==> config.mk <==
export PLATFORM = sky130hd
export DESIGN_NAME = cpu_hotplug_load_policy
export DESIGN_NICKNAME = d
export VERILOG_FILES = /design/src/design/chlp_pkg.sv /design/src/design/cpu_hotplug_load_policy.sv
export SDC_FILE = /design/constraint.sdc
export NUM_CORES = 2
export LEC_CHECK = 0
export BUFFER_PORTS_ARGS = -buffer_cell sky130_fd_sc_hd__buf_2
export CAP_MARGIN = 5
export CORE_UTILIZATION = 56
export DETAILED_ROUTE_END_ITERATION = 10
export PLACE_DENSITY_LB_ADDON = 0.12
export SETUP_SLACK_MARGIN = 0.1
export SLEW_MARGIN = 30
export SYNTH_ARGS = -nofsm -noshare
export SYNTH_HDL_FRONTEND = slang
export SYNTH_SLANG_ARGS = --single-unit
==> constraint.sdc <==
create_clock -name clk_i -period 7.9 [get_ports clk_i]
set_clock_uncertainty 0.2 [all_clocks]
set_input_delay 1.185 -clock clk_i [delete_from_list [all_inputs] [get_ports clk_i]]
set_output_delay 1.185 -clock clk_i [all_outputs]
set_load 0.02 [all_outputs]
==> src/design/chlp_pkg.sv <==
// package for the cpu hotplug load policy block
// constants, state type and action codes; no dependencies
package chlp_pkg;

  localparam int unsigned CpuCountDefault = 4;

  localparam logic [6:0] LoadIn = 7'd95;
  localparam logic [6:0] LoadOutPerCpu = 7'd3;
  localparam logic [6:0] LoadStep = 7'd10;
  localparam logic [16:0] TaskHigh = 17'd199;
  localparam logic [16:0] TaskLow = 17'd110;
  localparam logic [3:0] CpuSplit = 4'd2;
  localparam logic [7:0] RunInNeeded = 8'd3;
  localparam logic [7:0] RunOutNeeded = 8'd6;
  localparam logic [7:0] LoadInNeeded = 8'd3;
  localparam logic [7:0] LoadOutNeededMany = 8'd20;
  localparam logic [7:0] LoadOutNeededFew = 8'd200;
  localparam logic [6:0] LoadFull = 7'd100;

  localparam logic [1:0] RegBlocked = 2'd0;
  localparam logic [1:0] RegMaxOnline = 2'd1;
  localparam logic [1:0] RegMinOnline = 2'd2;

  typedef enum logic [1:0] {
    ActNone = 2'd0,
    ActUp   = 2'd1,
    ActDown = 2'd2
  } action_e;

  typedef enum logic [2:0] {
    StIdle,
    StLoadDiv,
    StAvgDiv,
    StDecide,
    StOut
  } state_e;

  function automatic logic [7:0] sat_inc(input logic [7:0] c);
    return (c == 8'hFF) ? c : c + 8'd1;
  endfunction

endpackage

==> src/design/cpu_hotplug_load_policy.sv <==
// top level of the cpu hotplug load policy block
// uses chlp_pkg for constants, codes and the state type
//
// One item is one cpu's cumulative idle, iowait and wall times. The block forms
// 32-bit deltas against the stored values of that cpu, then works out the cpu's
// load with a restoring divider that retires one quotient bit a cycle over the
// 39-bit numerator. On an item with last_cpu set, a second pass of the same
// divider gives running_tasks*100 over the online count, the hysteresis
// counters update and one result item leaves through the output register. A
// skipped cpu skips the load division. A result held by out_stall keeps the
// input stalled until it is taken. While hotplug_blocked is set and no result
// is held, items are taken and dropped, one a cycle. The block takes one item
// at a time.
module cpu_hotplug_load_policy #(
  parameter int unsigned CpuCount = chlp_pkg::CpuCountDefault
) (
  input  logic        clk_i,
  input  logic        rst_ni,
  input  logic        in_valid,
  output logic        in_stall,
  input  logic [3:0]  cpu_index_i,
  input  logic [63:0] idle_total_i,
  input  logic [63:0] iowait_total_i,
  input  logic        iowait_valid_i,
  input  logic [63:0] wall_total_i,
  input  logic        last_cpu_i,
  input  logic [9:0]  running_tasks_i,
  input  logic [3:0]  online_cpus_i,
  output logic        out_valid,
  input  logic        out_stall,
  output logic [1:0]  action_o,
  output logic [3:0]  target_cpu_o,
  output logic [6:0]  peak_load_o,
  output logic [6:0]  floor_load_o,
  output logic [16:0] avg_running_o,
  input  logic        cfg_valid,
  output logic        cfg_ready,
  input  logic [1:0]  cfg_index_i,
  input  logic [3:0]  cfg_data_i
);
  import chlp_pkg::*;

  localparam int unsigned IdxW = (CpuCount > 1) ? $clog2(CpuCount) : 1;

  state_e state_q, state_d;

  // configuration
  logic       blocked_q;
  logic [3:0] max_on_q, min_on_q;

  // per cpu history
  logic [63:0] prev_idle_q [CpuCount];
  logic [63:0] prev_wall_q [CpuCount];

  // sample tracking
  logic [6:0] run_max_q, run_min_q;
  logic [7:0] trise_q, tfall_q, lrise_q, lfall_q;

  // latched last item fields
  logic       last_q;
  logic [9:0] tasks_q;
  logic [3:0] n_q;

  // shared restoring divider: quotient bits shift in one a cycle
  logic [38:0] dividend_q;  // numerator shifted out msb first
  logic [31:0] divisor_q;
  logic [32:0] rem_q;
  logic [38:0] quot_q;
  logic [5:0]  cnt_q;

  // output register
  logic        ov_q;
  logic [1:0]  act_q;
  logic [3:0]  tgt_q;
  logic [6:0]  omax_q, omin_q;
  logic [16:0] oavg_q;

  assign cfg_ready = 1'b1;
  assign in_stall  = (state_q != StIdle) || ov_q;
  assign out_valid = ov_q;
  assign action_o = act_q;
  assign target_cpu_o = tgt_q;
  assign peak_load_o = omax_q;
  assign floor_load_o = omin_q;
  assign avg_running_o = oavg_q;

  wire in_acc = in_valid && !in_stall;

  // per cpu delta and skip check on the accepted item
  logic [IdxW-1:0] idx;
  logic            idx_ok;
  logic [63:0]     idle_eff;
  logic [31:0]     didle, dwall;
  logic            skip;
  logic [3:0]      n_in;
  always_comb begin
    idx = cpu_index_i[IdxW-1:0];
    idx_ok = ({28'd0, cpu_index_i} < 32'(CpuCount));
    idle_eff = (iowait_valid_i && idle_total_i >= iowait_total_i) ?
               idle_total_i - iowait_total_i : idle_total_i;
    dwall = wall_total_i[31:0] - prev_wall_q[idx][31:0];
    didle = idle_eff[31:0] - prev_idle_q[idx][31:0];
    skip = !idx_ok || dwall == 32'd0 || dwall < didle;
    n_in = (online_cpus_i == 4'd0) ? 4'd1 : online_cpus_i;
  end

  // divider step
  logic [32:0] trial, rem_sh;
  always_comb begin
    rem_sh = {rem_q[31:0], dividend_q[38]};
    trial = rem_sh - {1'b0, divisor_q};
  end

  // decision logic from the counters updated with this sample
  logic [16:0] avg;
  logic [7:0]  tr, tf, lr, lf;
  logic        up, down;
  logic signed [7:0] thr;
  logic [7:0]  sum_ml;
  always_comb begin
    avg = quot_q[16:0];
    tr = trise_q; tf = tfall_q; lr = lrise_q; lf = lfall_q;
    if (avg > TaskHigh) begin
      tr = sat_inc(trise_q); tf = 8'd0;
    end else if (avg < TaskLow) begin
      tr = 8'd0; tf = sat_inc(tfall_q);
    end
    thr = $signed({1'b0, LoadIn}) - $signed(8'(n_q - 4'd1) * 8'(LoadStep));
    sum_ml = {1'b0, run_max_q} + {1'b0, run_min_q};
    if ($signed({1'b0, run_min_q}) > thr) begin
      lr = sat_inc(lrise_q); lf = 8'd0;
    end else if ((n_q > CpuSplit && (sum_ml < {1'b0, LoadIn} ||
                  {1'b0, run_min_q} < 8'(n_q) * 8'(LoadOutPerCpu))) ||
                 (n_q <= CpuSplit && sum_ml < {1'b0, LoadIn})) begin
      lf = sat_inc(lfall_q); lr = 8'd0;
    end
    up = tr >= RunInNeeded && lr >= LoadInNeeded && max_on_q > n_q;
    down = !up && tf >= RunOutNeeded && min_on_q < n_q &&
           ((n_q > CpuSplit && lf >= LoadOutNeededMany) ||
            (n_q <= CpuSplit && lf >= LoadOutNeededFew));
  end

  // next state
  always_comb begin
    state_d = state_q;
    case (state_q)
      StIdle: begin
        if (in_acc && !blocked_q) begin
          if (!skip) state_d = StLoadDiv;
          else if (last_cpu_i) state_d = StAvgDiv;
        end
      end
      StLoadDiv: begin
        if (cnt_q == 6'd0) state_d = last_q ? StAvgDiv : StIdle;
      end
      StAvgDiv: begin
        if (cnt_q == 6'd0) state_d = StDecide;
      end
      StDecide: state_d = StOut;
      StOut: state_d = StIdle;
      default: state_d = StIdle;
    endcase
  end

  always_ff @(posedge clk_i or negedge rst_ni) begin
    if (!rst_ni) begin
      state_q <= StIdle;
    end else begin
      state_q <= state_d;
    end
  end

  always_ff @(posedge clk_i or negedge rst_ni) begin
    if (!rst_ni) begin
      blocked_q <= 1'b0;
      max_on_q <= 4'd4;
      min_on_q <= 4'd1;
      for (int i = 0; i < int'(CpuCount); i++) begin
        prev_idle_q[i] <= 64'd0;
        prev_wall_q[i] <= 64'd0;
      end
      run_max_q <= 7'd0;
      run_min_q <= LoadFull;
      trise_q <= 8'd0;
      tfall_q <= 8'd0;
      lrise_q <= 8'd0;
      lfall_q <= 8'd0;
      ov_q <= 1'b0;
      last_q <= 1'b0;
      cnt_q <= 6'd0;
    end else begin
      if (cfg_valid) begin
        case (cfg_index_i)
          RegBlocked: blocked_q <= cfg_data_i[0];
          RegMaxOnline: max_on_q <= cfg_data_i;
          RegMinOnline: min_on_q <= cfg_data_i;
          default: ;
        endcase
      end
      if (ov_q && !out_stall) ov_q <= 1'b0;
      case (state_q)
        StIdle: begin
          if (in_acc && !blocked_q) begin
            last_q <= last_cpu_i;
            if (idx_ok) begin
              prev_idle_q[idx] <= idle_eff;
              prev_wall_q[idx] <= wall_total_i;
            end
            cnt_q <= skip ? 6'd16 : 6'd39;
          end
        end
        StLoadDiv: begin
          if (cnt_q == 6'd0) begin
            if (quot_q[6:0] > run_max_q) run_max_q <= quot_q[6:0];
            if (quot_q[6:0] < run_min_q) run_min_q <= quot_q[6:0];
            cnt_q <= 6'd16;
          end else begin
            cnt_q <= cnt_q - 6'd1;
          end
        end
        StAvgDiv: begin
          if (cnt_q != 6'd0) cnt_q <= cnt_q - 6'd1;
        end
        StDecide: begin
          trise_q <= up || down ? 8'd0 : tr;
          tfall_q <= up || down ? 8'd0 : tf;
          lrise_q <= up ? {1'b0, lr[7:1]} : (down ? 8'd0 : lr);
          lfall_q <= up || down ? 8'd0 : lf;
          ov_q <= 1'b1;
        end
        StOut: begin
          run_max_q <= 7'd0;
          run_min_q <= LoadFull;
        end
        default: ;
      endcase
    end
  end

  // divider datapath and payload registers, no reset
  always_ff @(posedge clk_i) begin
    case (state_q)
      StIdle: begin
        if (in_acc) begin
          tasks_q <= running_tasks_i;
          n_q <= n_in;
          rem_q <= 33'd0;
          quot_q <= 39'd0;
          if (!skip) begin
            // 100*(dwall-didle) in 39 bits, divided by dwall
            dividend_q <= 39'(dwall - didle) * 39'd100;
            divisor_q <= dwall;
          end else begin
            dividend_q <= {17'(running_tasks_i) * 17'd100, 22'd0};
            divisor_q <= {28'd0, n_in};
          end
        end
      end
      StLoadDiv, StAvgDiv: begin
        if (state_q == StLoadDiv && cnt_q == 6'd0) begin
          // reload for the task average
          rem_q <= 33'd0;
          quot_q <= 39'd0;
          dividend_q <= {17'(tasks_q) * 17'd100, 22'd0};
          divisor_q <= {28'd0, n_q};
        end else begin
          dividend_q <= {dividend_q[37:0], 1'b0};
          if (!trial[32]) begin
            rem_q <= trial;
            quot_q <= {quot_q[37:0], 1'b1};
          end else begin
            rem_q <= rem_sh;
            quot_q <= {quot_q[37:0], 1'b0};
          end
        end
      end
      StDecide: begin
        act_q <= up ? ActUp : (down ? ActDown : ActNone);
        tgt_q <= up ? n_q : (down ? n_q - 4'd1 : 4'd0);
        omax_q <= run_max_q;
        omin_q <= run_min_q;
        oavg_q <= avg;
      end
      default: ;
    endcase
  end

endmodule
==> reports/qor.yml <==
timing.final.crit_period_ns: 9.80
die_area_sq_um: 68500
reg2reg_to: "dividend_q[35]$_DFFE_PP_"
fill_cells: 4655
outcome: "complete, but fails checks"
period_share_pct: 124
drtIter0Drc: 2030
cp_common_cell: "a21o_1"
reg2regPathDepth: 40
final-setup-viol-count: 23
hold_end: "avg_running_o[16]$_DFFE_PP_"
finalInstanceArea_sq_um: 49300
hp-start: "quot_q[16]$_SDFFCE_PP0P_"
cp-start-kind: "input pin"
async_flop_share_pct: 65.6
slowest_delay_ns: 0.55
grt_max_degree: 172
ys_warn_count: 0
ys.flop_type: "dfrtp_1"
worstPathMaxFanout: 4
violations: "setup timing"
dp_hpwl_microns: 74500
hold_depth: 0
rows: 94
yosysTopAreaCellShare_pct: 21.0
synth_edf_count: 169
grt_overflow: 0
nets: 5600
track_usage_pct: 29.3
netlist_instances: 4002
hold_class: "reg2reg"
route.detailed.drc: 0
wirelength_microns: 102000
ys_top_cells_by_area: "dfrtp_1 (21%), ha_1 (14%), edfxtp_1 (13%), inv_1 (4.6%), mux2_2 (4.1%)"
cts_buffer_depth: 3
required_ns: 8.01
arrival_ns: 9.92
cts_max_level: 2
drv_slew: 0
worstSetupPathType: "in2reg"
dpl_cell_area_sq_um: 45400
via_count: 32800
grt_pass1_vias: 32500
grt_antenna_before_repair: 1
max_freq_mhz: 102
syn_nets: 4687
grt_setup_unrepaired: "yes"
syn_area_per_cell_sq_um: 9.44
final_layout_size_suffix_gt1_share_pct: 32.8
max_slew.worst_pin.slew_ns: 0.992
layout_setup_ws_ns: -1.90
netlist-cell-type-count: 103
start_util_pct: 57.1
ys_seq_area_share_pct: 34.8
setup.worst_path.start: "idle_total_i[25]"
max_cap_viol_count: 0
reg2reg_from: "prev_wall_q[192]$_DFFE_PN0P_"
utilization_pct: 74.5
syn-cell-area_sq_um: 37800
clk_latency_ns: 0.61
cts.sinks: 491
relSlewSlack_pct: 33.9
wire_per_inst_microns: 17.5
via_per_inst: 5.64
cts_tree: "done"
grt_pass1_wl_microns: 163000
die_x_microns: 262
area_growth_pct: 30.5
cp-end-kind: "register"
slowest_stage: "or4_4"
die_h_microns: 262
core-area_sq_um: 66200
cts_buffers: 54
clk_pin_slew_ns: 0.06
rrSetupSlack_ns: -0.57
synth_top_area_cell: "dfrtp_1"
antenna_left: 0
gp_congestion: 0.944
synth-seq-cells: 491
cts-root-buf: "clkbuf_16"
drt_first_pass_iters: 8
port_buffers: 229
hold_violations: 0
io_pins: 263
hold_ws_ns: 0.264
[kinds of logic (layout without fill, tap and decap cells)]
| kind of cell | after synthesis | after routing | share of synthesized area (%) |
|---|---|---|---|
| AND/OR/NAND/NOR | 1037 | 1037 | 13.0 |
| flip-flops | 491 | 491 | 34.8 |
| buffers and inverters | 600 | 1556 | 6.01 |
| other | 1 | 2 | 0.00992 |
| adder cells (fa/ha/maj) | 464 | 464 | 16.3 |
| XOR/XNOR | 204 | 204 | 4.73 |
| multiplexers | 253 | 253 | 9.27 |
| AO/OA/AOI/OAI | 952 | 952 | 15.9 |
[what timing repair did]
| action | CTS | global route |
|---|---|---|
| setup buffers | 62 | 38 |
| resized for setup | 141 | 161 |
| gates cloned | 0 | 2 |
| hold buffers | 0 | 0 |
| pin swaps | 122 | 125 |
| setup endpoints to repair | 27 | 76 |
[cells in the final DEF (no fill, tap or decap), drive strengths merged, types with 68 or more instances in the layout]
master / count
o21ai: 255
ha: 413
edfxtp: 169
xor2: 68
xnor2: 136
nand2: 379
buf: 990
nor2: 237
nand3: 76
a21o: 106
clkbuf: 71
mux2: 136
dfrtp: 317
a21oi: 290
inv: 471
[per-stage QoR]
stage          TNS (ns)  setup slack (ns)  cells
2_1_floorplan    -26.64             -2.27   4002
3_3_place_gp     -55.02             -2.55   5639
3_5_place_dp     -62.82             -2.74   5639
4_1_cts          -23.36             -1.70   5789
5_1_grt          -35.94             -2.36   5823
6_report         -27.45             -1.90   5823
[sequential cells by signal (all words and copies together) (netlist names), 6 cells and up]
register / cells
prev_idle_q: 128
prev_wall_q: 128
dividend_q: 37
divisor_q: 32
rem_q: 32
avg_running_o: 17
quot_q: 17
tasks_q: 10
lfall_q: 8
lrise_q: 8
tfall_q: 8
trise_q: 8
floor_load_o: 7
peak_load_o: 7
run_max_q: 7
run_min_q: 7
cnt_q: 6
[critical path: cells and delay by family]
family / cells / cell delay, ns
buffers and inverters: 5 / 0.40
adder cells (fa/ha/maj): 7 / 2.28
AO/OA/AOI/OAI: 22 / 3.69
XOR/XNOR: 2 / 0.34
AND/OR/NAND/NOR: 12 / 1.86
multiplexers: 1 / 0.16
[cells in the mapped netlist, drive strengths merged (6+ instances only)]
cell type    n
o22ai        8
and3        47
a31oi       28
or2         15
buf         26
nand3b      15
a2111o       6
xnor2      136
or3         17
o2111ai      7
a22oi       16
xor2        68
mux2i       55
o31ai       19
a221oi       7
mux2       136
nor2       237
nand4       31
a21boi      10
edfxtp     169
ha         413
a41oi        7
nor4        11
nand2b      58
a211oi      20
dfrtp      317
nor2b       39
mux4        62
a21oi      290
o21ai      255
a22o        10
o21bai      29
a2111oi      7
and4         7
inv        465
nor3        48
and2        41
nand2      379
nand3       76
a21o       106
clkbuf     109
o31a        11
fa          49
o211ai      23
o21a        41
[cell type report]
cell class / instances / area, sq um / share of cell area [%]
Sequential cell: 491 / 13100 / 26.6
Clock buffer: 69 / 1470 / 2.98
Multi-Input combinational cell: 2911 / 24400 / 49.5
Clock inverter: 30 / 253 / 0.512
Timing Repair Buffer: 992 / 7190 / 14.6
Tap cell: 864 / 1080 / 2.19
Inverter: 465 / 1760 / 3.57
Antenna cell: 1 / 2.50 / 0.00507
[per-layer routing]
| layer | track usage [%] | vias up | part of all wire (%) |
|---|---|---|---|
| li1 | - | 16000 | - |
| met1 | 39.2 | 15800 | 44 |
| met2 | 50.0 | 875 | 49 |
| met3 | 2.87 | 188 | 4.5 |
| met4 | 9.43 | 0 | 2.9 |
| met5 | 0 | - | 0 |
[worst max path at each step]
stage,endpoint,slack (ns),depth (start not counted)
after global placement,dividend_q[38]$_DFFE_PP_,-2.55,47
after global routing,dividend_q[35]$_DFFE_PP_,-2.36,50
final,dividend_q[35]$_DFFE_PP_,-1.90,49
after detailed placement,dividend_q[38]$_DFFE_PP_,-2.74,47
after CTS,dividend_q[35]$_DFFE_PP_,-1.70,49
after floorplan,dividend_q[38]$_DFFE_PP_,-2.27,51
Power is not shown: default switching activity piles up to over one toggle a cycle in this logic, so the estimate is an artifact.
